==> src/hdl/crf_pkg.sv <==
// Shared types, codes and constants of the rectangle fill block.
package crf_pkg;

   localparam int DEF_MAX_ROWS = 64;
   localparam int DEF_MAX_COLS = 256;

   localparam int HEIGHT_W    = 7;
   localparam int WIDTH_W     = 9;
   localparam int CHAR_W      = 8;
   localparam int COUNT_W     = 15;
   localparam int COORD_W     = 11;
   localparam int READ_ROW_W  = 6;
   localparam int READ_COL_W  = 8;
   localparam int CMP_W       = 12;

   localparam int REQ_TDATA_W = 72;
   localparam int REQ_TUSER_W = 2;
   localparam int RSP_TDATA_W = 24;
   localparam int CSR_ADDR_W  = 3;
   localparam int CSR_DATA_W  = 32;

   localparam logic [HEIGHT_W-1:0] HEIGHT_RST = 7'd64;
   localparam logic [WIDTH_W-1:0]  WIDTH_RST  = 9'd256;

   localparam int MIN_ROWS    = 3;
   localparam int MIN_COLS    = 1;
   localparam int WATER_ROWS  = 3;

   localparam logic [CHAR_W-1:0]  WATER_CHAR = 8'h7E;
   localparam logic [CHAR_W-1:0]  BLANK_CHAR = 8'h20;
   localparam logic [COUNT_W-1:0] COUNT_MAX  = 15'h7FFF;

   typedef enum logic [1:0] {
      ACT_CLEAR = 2'd0,
      ACT_FILL  = 2'd1,
      ACT_READ  = 2'd2,
      ACT_NONE  = 2'd3
   } action_type;

   typedef enum logic [0:0] {
      REG_MAP_HEIGHT = 1'b0,
      REG_MAP_WIDTH  = 1'b1
   } reg_index_type;

   typedef enum logic [2:0] {
      ST_BOOT,
      ST_IDLE,
      ST_CULL,
      ST_FILL,
      ST_CLEAR,
      ST_READ,
      ST_DONE
   } state_type;

   // Controls from the sequencer to the cell walker.
   typedef struct packed {
      logic load;
      logic step;
      logic tally;
   } walk_ctl_type;

   // Status from the cell walker back to the sequencer.
   typedef struct packed {
      logic last;
   } walk_sts_type;

endpackage

==> src/hdl/crf_walk.sv <==
// Cell walker: row and column counters, end compare and saturating cell tally.
module crf_walk
   import crf_pkg::*;
#(
   parameter int ROW_BW = 7,
   parameter int COL_BW = 9
) (
   input  logic               clock,
   input  walk_ctl_type       ctl,
   input  logic [ROW_BW-1:0]  row_first,
   input  logic [COL_BW-1:0]  col_first,
   input  logic [ROW_BW-1:0]  row_end,
   input  logic [COL_BW-1:0]  col_end,
   output logic [ROW_BW-1:0]  row,
   output logic [COL_BW-1:0]  col,
   output logic [COUNT_W-1:0] count,
   output walk_sts_type       sts
);

   logic [ROW_BW-1:0]  row_ff, row_in;
   logic [COL_BW-1:0]  col_ff, col_in;
   logic [COL_BW-1:0]  col_first_ff, col_first_in;
   logic [ROW_BW-1:0]  row_end_ff, row_end_in;
   logic [COL_BW-1:0]  col_end_ff, col_end_in;
   logic [COUNT_W-1:0] count_ff, count_in;
   logic [ROW_BW-1:0]  row_next;
   logic [COL_BW-1:0]  col_next;
   logic               col_wrap;
   logic               row_wrap;

   // Shared increment and end compare
   always_comb begin
      row_next = row_ff + ROW_BW'(1);
      col_next = col_ff + COL_BW'(1);
      col_wrap = (col_next == col_end_ff);
      row_wrap = (row_next == row_end_ff);
      sts.last = col_wrap && row_wrap;
   end

   // Load bounds, or advance one cell in raster order
   always_comb begin
      row_in       = row_ff;
      col_in       = col_ff;
      col_first_in = col_first_ff;
      row_end_in   = row_end_ff;
      col_end_in   = col_end_ff;
      count_in     = count_ff;
      if (ctl.load) begin
         row_in       = row_first;
         col_in       = col_first;
         col_first_in = col_first;
         row_end_in   = row_end;
         col_end_in   = col_end;
         count_in     = '0;
      end else if (ctl.step) begin
         if (col_wrap) begin
            col_in = col_first_ff;
            row_in = row_next;
         end else begin
            col_in = col_next;
         end
         if (ctl.tally && (count_ff != COUNT_MAX)) begin
            count_in = count_ff + COUNT_W'(1);
         end
      end
   end

   always_ff @(posedge clock) begin
      row_ff       <= row_in;
      col_ff       <= col_in;
      col_first_ff <= col_first_in;
      row_end_ff   <= row_end_in;
      col_end_ff   <= col_end_in;
      count_ff     <= count_in;
   end

   assign row   = row_ff;
   assign col   = col_ff;
   assign count = count_ff;

endmodule

==> config.mk <==
export PLATFORM = sky130hd
export DESIGN_NAME = crf_walk
export DESIGN_NICKNAME = d
export VERILOG_FILES = /design/src/hdl/crf_pkg.sv /design/src/hdl/crf_walk.sv
export SDC_FILE = /design/constraint.sdc
export NUM_CORES = 1
export LEC_CHECK = 0
export BUFFER_PORTS_ARGS = -buffer_cell sky130_fd_sc_hd__buf_2
export CORE_AREA = 5 5 75 90
export CTS_CLUSTER_DIAMETER = 40
export DETAILED_ROUTE_END_ITERATION = 8
export DIE_AREA = 0 0 80 95
export PLACE_DENSITY = 0.74
export SKIP_CTS_REPAIR_TIMING = 1
export SYNTH_ARGS = -nofsm -noshare
export SYNTH_HDL_FRONTEND = slang
export SYNTH_SLANG_ARGS = --single-unit
export TNS_END_PERCENT = 100
==> constraint.sdc <==
create_clock -name clock -period 6.57 [get_ports clock]
set_input_delay 0.3285 -clock clock [delete_from_list [all_inputs] [get_ports clock]]
set_output_delay 0.3285 -clock clock [all_outputs]
set_load 0.05 [all_outputs]
==> qor.txt, run 1 <==
Ant diodes - 0
Worst-margin pin slew - 0.6618 ns
Pre-CTS setup slack - 3.856 ns
Initial antenna violation count - 0
Final-layout fill cell count - 523
Maximum buffer depth of the clock tree - 2
Avg WL per Cell - 15.72 µm
Global-route usage over all layers - 0.1687
Root Driver - clkbuf_8
Power Dens Cells - 256.4 nW/µm²
Leakage - 0.001296 µW
Syn-to-layout area delta - 19.42%
MaxCap Viol Count - 0
Die width - 80 µm
Vias per inst - 5.338
Synth top cells by count - 41 x edfxtp_1, 23 x nor2_1, 21 x nand2_1
Crit path launch type - flop
Largest net degree at the start of global routing - 60
Num CTS Buffers - 5
Top-count cell post-synth - edfxtp_1
Primary FF master, synth - edfxtp_1
DR DRC count - 0
Worst setup margin - 3.506 ns
CP max stage delay - 0.50 ns
Initial Util - 0.4720
Die Y - 95 µm
Crit path required time - 6.24 ns
Multi-input logic area - 1204 µm²
Nets - 349
Net Switching - 249.7 µW
Worst path top cell family by delay - simple AND/OR/NAND/NOR gates
Largest cells by area after synthesis - edfxtp_1 44%, dfxtp_1 11%, xnor2_1 6.3%, xor2_1 5.7%, nor2_1 3.1%
Area of the core - 5896 µm²
CTS tree - built
Layout cells sized above 1 - 0.2797
Setup crit end kind - output port
Remaining Overflow, GRT - 0
RSZ-0062 raised after global routing - false
DR pass1 iterations - 4
Mapped cell area - 2783 µm²
Number of synthesized flops with an enable pin - 41
Bufs and invs on worst path - 1
Final WL - 6179 µm
Worst-path fanout max - 7
Slew Viols, Final - 0
Comb pwr share - 0.197
Via Count - 2,098
Area leader, netlist - edfxtp_1
Setup TNS - 0 ns
Placed Area - 3196 µm²
Max_slew headroom - 0.5554
Critical path arrival - 2.74 ns
Final worst path period share - 0.4663
Final hold viol count - 0
Switching share of power - 0.2931
Clock Sinks - 56
Clk slew on worst S/H paths - 0.10 ns
Vias in the first global route - 2,087
Crit path kind - flop to output port
Antenna viol nets, final - 0
Die area - 7600 µm²
Post-synthesis instance total - 243
Min Tclk post-route - 3.064 ns
Seq pwr share - 0.507
Internal power - 602.3 µW
F_max - 326.4 MHz
Layout Skew - 0.01425 ns
Cell area after layout - 3323 µm²
Reg area - 1531 µm²
Detailed Route Iter0 Violations - 144
Placed cells - 385
Library cells used by synthesis - 40
Rows - 31
Outcome - completed
WHS - 0.1782 ns
Syn nets - 282
# H-tree levels - 2
Mean area per synthesized cell - 11.45 µm²
Post-synth ARST share - 0
Sequential area share after synthesis - 0.5504
Finished Layout Cells - 393
Clock share of power - 0.296
VDD IR max - 0.1006 mV
Worst hold path class - input port to flop
Post-synth top area share - 0.4424
Clock insertion delay at the later pin of the skew report - 0.31 ns
Register bit total from synthesis - 56
Synth warn - 0
GP Congestion - 0.8750
First-pass GRT wire length - 9915 µm
Worst-path cell chain - ha_1 > nand3_4 > nor2_1 > xor3_1 > a2111oi_4 > and3_1 > buf_2
DP Wirelength - 4536 µm
Port Buffers - 67
CP max-delay cell - a2111oi_4
Setup-failing EPs final - 0
Io pins - 68
[power by group through the flow]
stage                     registers (µW)  clock network [µW]  logic, µW
after CTS                            432                 259        168
after floorplan                      474                   0       85.5
after global routing                 435                 276        180
after detailed placement             440                   0        167
final                                432                 252        168
after global placement               439                   0        164
[flip-flops by register name, indices dropped and copies added, names as in the netlist]
| name | flops |
|---|---|
| col_first_ff | 9 |
| row | 7 |
| row_end_ff | 7 |
| col | 9 |
| col_end_ff | 9 |
| count | 15 |
[path summary, 6_finish.rpt]
path,from,endpoint,slack [ns],cells after the start
hold / removal,col_end[8],col_end_ff[8],0.18,1
setup reg to reg,col[0],col[3],3.87,7
setup / recovery,col[0],sts,3.51,7
hold reg to reg,count[8],count[8],0.55,2
[logic make-up after synthesis]
group	share of synthesized area
buffers and inverters	0.01708
muxes	0.02743
xor gates and xnor gates	0.1281
AOI/OAI and AO/OA	0.09038
adders and majority gates	0.01349
and+or+nand+nor	0.1731
DFF	0.5504
[through the flow]
stage | utilization | power (µW)
2_1_floorplan | - | 559.3
3_3_place_gp | 0.5420 | 603.2
3_5_place_dp | 0.5420 | 607.2
4_1_cts | 0.5637 | 858.7
5_1_grt | 0.5637 | 890.5
6_report | 0.5637 | 852.0
[layout make-up]
class,count,area share
clock inverter,1,0.009036
timing repair buffer,68,0.1032
inverter,4,0.004518
clock buffer,7,0.02937
sequential,56,0.4608
multi-input combinational,175,0.3622
tap,82,0.03087
[routing by layer]
| metal | track usage | share of wire | vias up | routed length, µm |
|---|---|---|---|---|
| li1 | - | - | 1032 | - |
| met1 | 0.1994 | 0.42 | 1005 | 2607 |
| met2 | 0.2921 | 0.51 | 55 | 3155 |
| met3 | 0.04389 | 0.053 | 6 | 325 |
| met4 | 0.06338 | 0.015 | 0 | 91 |
| met5 | 0 | 0 | - | 0 |
[layout by cell type (no fill, tap or decap), drive strengths merged, types with 2 or more instances in the layout]
master,netlist,final
inv,4,4
nor4,9,9
nor2,23,23
a21oi,5,5
and4,2,2
and3,7,7
a21boi,2,2
clkbuf,6,7
o21ai,5,5
a31oi,7,7
nand4,9,9
edfxtp,41,41
nor3,3,3
xnor2,20,20
buf,2,68
o31ai,8,8
nand2,21,21
ha,3,3
or3,2,2
mux2,5,5
nand3,12,12
dfxtp,15,15
xor2,18,18
mux2i,2,2
a2111oi,2,2
(Power assumes the default switching activity.)
==> inputs of run 2 (changes only) <==
==> constraint.sdc (replaced) <==
create_clock -name clock -period 3.05 [get_ports clock]
set_input_delay 0.1525 -clock clock [delete_from_list [all_inputs] [get_ports clock]]
set_output_delay 0.1525 -clock clock [all_outputs]
set_load 0.05 [all_outputs]
==> run 2 against run 1 <==
Effect of this change: clock skew fell by 0.0043 ns; total power up 110%; worst hold slack lost 0.17 ns; flip-flop and latch count is the same; critical endpoint unchanged; wire length increased by 0.70%; setup slack worse by 3.3 ns.
==> qor.txt, run 2 (same netlist as run 1, synthesis figures left out) <==
Power Dens Cells - 532.8 nW/µm² (was 256.4 nW/µm²)
Initial Util - 0.4720 (unchanged)
Grt met2 use - 0.2977 (was 0.2921)
GP Congestion - 0.8795 (was 0.8750)
Crit path required time - 2.90 ns (was 6.24 ns)
Switching share of power - 0.2989 (was 0.2931)
Final WL - 6222 µm (was 6179 µm)
Rows - 31 (unchanged)
Cell area after layout - 3411 µm² (was 3323 µm²)
Outcome - completed (unchanged)
# H-tree levels - 2 (unchanged)
Largest net degree at the start of global routing - 34 (was 60)
Leakage - 0.001336 µW (was 0.001296 µW)
GRT busiest layer - met2 (unchanged)
RSZ-0062 raised after global routing - false (unchanged)
Setup TNS - 0 ns (unchanged)
Final hold viol count - 0 (unchanged)
FF-to-FF path depth - 7 (unchanged)
RR Endpoint - col[4] (was col[3])
Setup crit end kind - output port (unchanged)
Vias per inst - 5.249 (was 5.338)
CP max-delay cell - edfxtp_1 (was a2111oi_4)
Worst-path fanout max - 7 (unchanged)
Vias in the first global route - 2,095 (was 2,087)
Reg-to-reg startpoint - col[0] (unchanged)
Layout cells sized above 1 - 0.2781 (was 0.2797)
Area of the core - 5896 µm² (unchanged)
CP max stage delay - 0.49 ns (was 0.50 ns)
Io pins - 68 (unchanged)
Critical Path End - sts (unchanged)
Final worst path period share - 0.9357
Via Count - 2,110 (was 2,098)
Worst hold path class - input port to flop (unchanged)
CP Launch Point - col[0] (unchanged)
First-pass GRT wire length - 10,030 µm (was 9915 µm)
Comb pwr share - 0.205 (was 0.197)
Detailed Route Iter0 Violations - 60 (was 144)
Finished Layout Cells - 402 (was 393)
Syn-to-layout area delta - 22.57% (was 19.42%)
DR pass1 iterations - 4 (unchanged)
Placed cells - 386 (was 385)
Remaining Overflow, GRT - 0 (unchanged)
CTS tree - built (unchanged)
Clock Sinks - 56 (unchanged)
Clock insertion delay at the later pin of the skew report - 0.32 ns (was 0.31 ns)
Clk slew on worst S/H paths - 0.11 ns (was 0.10 ns)
MaxCap Viol Count - 0 (unchanged)
Final core occ - 0.5785 (was 0.5637)
Final-layout fill cell count - 512 (was 523)
Placed Area - 3203 µm² (was 3196 µm²)
Internal power - 1274 µW (was 602.3 µW)
Max FFs per register - 15 (unchanged)
Worst-path cell chain - ha_1 > nand3_4 > nor2_1 > xor3_1 > a2111oi_4 > and3_1 > buf_2 (unchanged)
FF-to-FF setup slack - 0.43 ns (was 3.87 ns)
Avg WL per Cell - 15.48 µm (was 15.72 µm)
Maximum buffer depth of the clock tree - 2 (unchanged)
Num CTS Buffers - 5 (unchanged)
Min Tclk post-route - 2.854 ns
Die area - 7600 µm² (unchanged)
Ant diodes - 0 (unchanged)
Root Driver - clkbuf_8 (unchanged)
Worst path top cell family by delay - simple AND/OR/NAND/NOR gates (unchanged)
Setup-failing EPs final - 0 (unchanged)
F_max - 350.4 MHz
Nets - 358 (was 349)
Port Buffers - 67 (unchanged)
Antenna viol nets, final - 0 (unchanged)
Bufs and invs on worst path - 1 (unchanged)
Global-route usage over all layers - 0.1713 (was 0.1687)
Layout Skew - 0.009971 ns (was 0.01425 ns)
Die Y - 95 µm (unchanged)
Seq pwr share - 0.511 (was 0.507)
Slew Viols, Final - 0 (unchanged)
Net Switching - 543.2 µW (was 249.7 µW)
Met1 Use GR - 0.2068 (was 0.1994)
Worst-margin pin slew - 0.6415 ns (was 0.6618 ns)
Most frequent cells in the layout - 67 x buf_2, 41 x edfxtp_1, 23 x nor2_1 (unchanged)
Critical path depth in cells - 7 (unchanged)
Crit path launch type - flop (unchanged)
Reg area - 1531 µm² (unchanged)
Multi-input logic area - 1204 µm² (unchanged)
DR DRC count - 0 (unchanged)
Most common cell after layout, fill and taps aside - buf_2 (unchanged)
Crit path kind - flop to output port (unchanged)
Clock share of power - 0.284 (was 0.296)
Max_slew headroom - 0.5695 (was 0.5554)
VDD IR max - 0.2067 mV (was 0.1006 mV)
Critical path arrival - 2.70 ns (was 2.74 ns)
Die width - 80 µm (unchanged)
Routing usage on met3 - 0.04103 (was 0.04389)
DP Wirelength - 4646 µm (was 4536 µm)
Initial antenna violation count - 0 (unchanged)
## run 2: changes by cell type in the layout (fill, tap and decap cells not counted), sizes merged
cell / previous run / this run
buf: 68 / 69
dlygate4sd3: 0 / 8
inv: 4 / 5
bufinv: 1 / 0
## run 2: layout make-up
| cell class | instances | share of cell area |
|---|---|---|
| tap | 82 | 0.03008 |
| timing repair buffer | 77 | 0.1262 |
| sequential | 56 | 0.4490 |
| clock inverter | 1 | 0.002568 |
| multi-input combinational | 175 | 0.3529 |
| inverter | 4 | 0.004402 |
| clock buffer | 7 | 0.03485 |
## run 2: worst min-delay path by stage
stage,start,end,slack [ns],cells after the start
2_1_floorplan,col_end[0],col_end_ff[0],0.25,0
3_3_place_gp,col_end[3],col_end_ff[3],0.33,1
3_5_place_dp,col_end[4],col_end_ff[4],0.33,1
4_1_cts,row_end[5],row_end_ff[5],-0.009,1
5_1_grt,row_end[4],row_end_ff[4],-0.01,1
6_report,row_end[4],row_end_ff[4],0.01,1
## run 2: worst register-to-register path, cell delays in order, from the launching register on
cell and delay (ns):
edfxtp_1 0.49, ha_1 0.28, nand3_4 0.13, nor2_1 0.22, xor3_1 0.32, or3_1 0.54, nor4_1 0.28, o31ai_1 0.12
## run 2: power groups by stage
stage	logic, µW	clock network (µW)	registers (µW)
detailed placement	363	0	947
global placement	356	0	946
CTS	365	526	930
floorplan	184	0	1020
finish	372	516	930
global route	400	564	938
## run 2: per-stage QoR
step                hold WS [ns]  power [µW]  setup slack [ns]
floorplan                 0.2514        1205            0.2743
global placement          0.3294        1301            0.5254
detailed placement        0.3306        1310            0.4496
CTS                    -0.008906        1822            0.1927
global route            -0.01440        1902          0.007958
finish                  0.009686        1817            0.1962
## run 2: layer usage
metal | vias up | part of all wire
met1 | 999 | 0.42
met5 | - | 0
met4 | 0 | 0.013
met3 | 6 | 0.055
met2 | 50 | 0.51
li1 | 1055 | -
==> inputs of run 3 (changes only) <==
--- a/config.mk
+++ b/config.mk
@@ -5,7 +5,7 @@
 export SDC_FILE = /design/constraint.sdc
 export NUM_CORES = 1
 export LEC_CHECK = 0
-export BUFFER_PORTS_ARGS = -buffer_cell sky130_fd_sc_hd__buf_2
+export BUFFER_PORTS_ARGS = -buffer_cell sky130_fd_sc_hd__buf_4
 export CORE_AREA = 5 5 75 90
 export CTS_CLUSTER_DIAMETER = 40
 export DETAILED_ROUTE_END_ITERATION = 8
==> run 3 against run 2 <==
Effect of this change: die area is the same; combinational power rose by 5%; via count increased by 0.43%; setup slack improved by 0.087 ns; worst hold slack improved by 0.0038 ns; cell count is 1.2% lower; clock power fell by 18%; core utilization increased by 1.4 points; critical path type unchanged; critical endpoint unchanged; largest cell class unchanged.
==> qor.txt, run 3 (same netlist as run 1, synthesis figures left out) <==
Outcome - completed (unchanged)
Initial antenna violation count - 0 (unchanged)
Finished Layout Cells - 397 (was 402)
Detailed Route Iter0 Violations - 82 (was 60)
Global-route usage over all layers - 0.1667 (was 0.1713)
Nets - 353 (was 358)
Via Count - 2,119 (was 2,110)
Clock insertion delay at the later pin of the skew report - 0.31 ns (was 0.32 ns)
RSZ-0062 raised after global routing - false (unchanged)
Slew Viols, Final - 0 (unchanged)
CP max-delay cell - edfxtp_1 (unchanged)
Setup crit end kind - output port (unchanged)
Ant diodes - 0 (unchanged)
Final WL - 6086 µm (was 6222 µm)
WHS - 0.01349 ns (was 0.009686 ns)
Die area - 7600 µm² (unchanged)
Maximum buffer depth of the clock tree - 2 (unchanged)
Min Tclk post-route - 2.767 ns (was 2.854 ns)
# H-tree levels - 2 (unchanged)
Power Dens Cells - 498.8 nW/µm² (was 532.8 nW/µm²)
Clock Sinks - 56 (unchanged)
DR pass1 iterations - 4 (unchanged)
Vias in the first global route - 2,059 (was 2,095)
VDD IR max - 0.3056 mV (was 0.2067 mV)
DR DRC count - 0 (unchanged)
Crit path required time - 2.90 ns (about the same)
Most frequent cells in the layout - 68 x buf_4, 41 x edfxtp_1, 23 x nor2_1 (was 67 x buf_2, 41 x edfxtp_1, 23 x nor2_1)
F_max - 361.4 MHz (was 350.4 MHz)
Avg WL per Cell - 15.33 µm (was 15.48 µm)
Root Driver - clkbuf_8 (unchanged)
Port Buffers - 67 (unchanged)
Vias per inst - 5.338 (was 5.249)
Final hold viol count - 0 (unchanged)
Rows - 31 (unchanged)
Worst hold path class - input port to flop (unchanged)
Die Y - 95 µm (unchanged)
Setup-failing EPs final - 0 (unchanged)
Initial Util - 0.4720 (unchanged)
Max FFs per register - 15 (unchanged)
Final-layout fill cell count - 524 (was 512)
Io pins - 68 (unchanged)
Worst-path fanout max - 7 (unchanged)
Worst-path cell chain - ha_1 > nand3_4 > nor2_1 > xor3_1 > a2111oi_4 > and3_1 > buf_4 (was ha_1 > nand3_4 > nor2_1 > xor3_1 > a2111oi_4 > and3_1 > buf_2)
GP Congestion - 0.8401 (was 0.8795)
Placed cells - 385 (was 386)
Area of the core - 5896 µm² (unchanged)
Remaining Overflow, GRT - 0 (unchanged)
MaxCap Viol Count - 0 (unchanged)
Final worst path period share - 0.9073 (was 0.9357)
Worst setup margin - 0.2827 ns (was 0.1962 ns)
Worst-margin pin slew - 0.6417 ns (was 0.6415 ns)
Crit path kind - flop to output port (unchanged)
DP Wirelength - 4650 µm (was 4646 µm)
Most common cell after layout, fill and taps aside - buf_4 (was buf_2)
Pre-CTS setup slack - 0.4416 ns (was 0.4496 ns)
Final core occ - 0.5930 (was 0.5785)
Leakage - 0.001340 µW (was 0.001336 µW)
Setup TNS - 0 ns (unchanged)
Worst path top cell family by delay - simple AND/OR/NAND/NOR gates (unchanged)
Die width - 80 µm (unchanged)
Max_slew headroom - 0.5689 (was 0.5695)
CTS tree - built (unchanged)
Antenna viol nets, final - 0 (unchanged)
Layout Skew - 0.01344 ns (was 0.009971 ns)
Layout cells sized above 1 - 0.2794 (was 0.2781)
Clk slew on worst S/H paths - 0.11 ns (about the same)
First-pass GRT wire length - 9894 µm (was 10,030 µm)
Critical path arrival - 2.61 ns (was 2.70 ns)
CP max stage delay - 0.49 ns (about the same)
Bufs and invs on worst path - 1 (unchanged)
Syn-to-layout area delta - 25.63% (was 22.57%)
Num CTS Buffers - 5 (unchanged)
Crit path launch type - flop (unchanged)
Largest net degree at the start of global routing - 36 (was 34)
run 3: changes by cell type in the layout (fill, tap and decap cells not counted):
cell / delta
buf_2: -67
buf_4: +66
clkbuf_16: -2
dlygate4sd3_1: -4
inv_4: +1
inv_6: +1
run 3: layer usage:
metal  global-route usage  vias to the layer above  share of wire
met2               0.2914                       59           0.53
met3              0.04103                        2          0.061
met1               0.2079                     1013           0.41
met5                    0                        -              0
met4              0.03521                        0         0.0059
li1                     -                     1045              -
run 3: area by class of cell:
cell class | instances | area, µm² | area share
Timing Repair Buffer | 72 | 550.5 | 0.1575
Multi-Input combinational cell | 175 | 1204 | 0.3443
Clock buffer | 5 | 68.82 | 0.01969
Inverter | 4 | 15.01 | 0.004295
Clock inverter | 3 | 23.77 | 0.006800
Tap cell | 82 | 102.6 | 0.02935
Sequential cell | 56 | 1531 | 0.4381
run 3: metrics by stage:
| step | cell area, µm² | total power, µW |
|---|---|---|
| 6_report | 3496 | 1744 |
| 5_1_grt | 3496 | 1827 |
| 4_1_cts | 3456 | 1752 |
| 3_5_place_dp | 3363 | 1335 |
| 3_3_place_gp | 3363 | 1328 |
| 2_1_floorplan | 2783 | 1205 |
run 3: worst paths after layout:
kind | start | to | slack (ns) | cells after the start
setup / recovery | col[0] | sts | 0.28 | 7
hold / removal | row_end[1] | row_end_ff[1] | 0.01 | 1
setup reg to reg | col[0] | col[6] | 0.45 | 7
hold reg to reg | count[4] | count[4] | 0.55 | 2
run 3: worst register-to-register path: stages (launching register included):
cell and delay [ns]:
edfxtp_1 0.49, ha_1 0.27, nand3_4 0.13, nor2_1 0.21
xor3_1 0.31, or3_1 0.53, nor4_1 0.31, o31ai_1 0.10
run 3: report_power, final:
| part | switching [µW] | internal, µW |
|---|---|---|
| Sequential | 52.4 | 879 |
| Combinational | 238 | 152 |
| Clock | 253 | 169 |
| Total | 544 | 1200 |
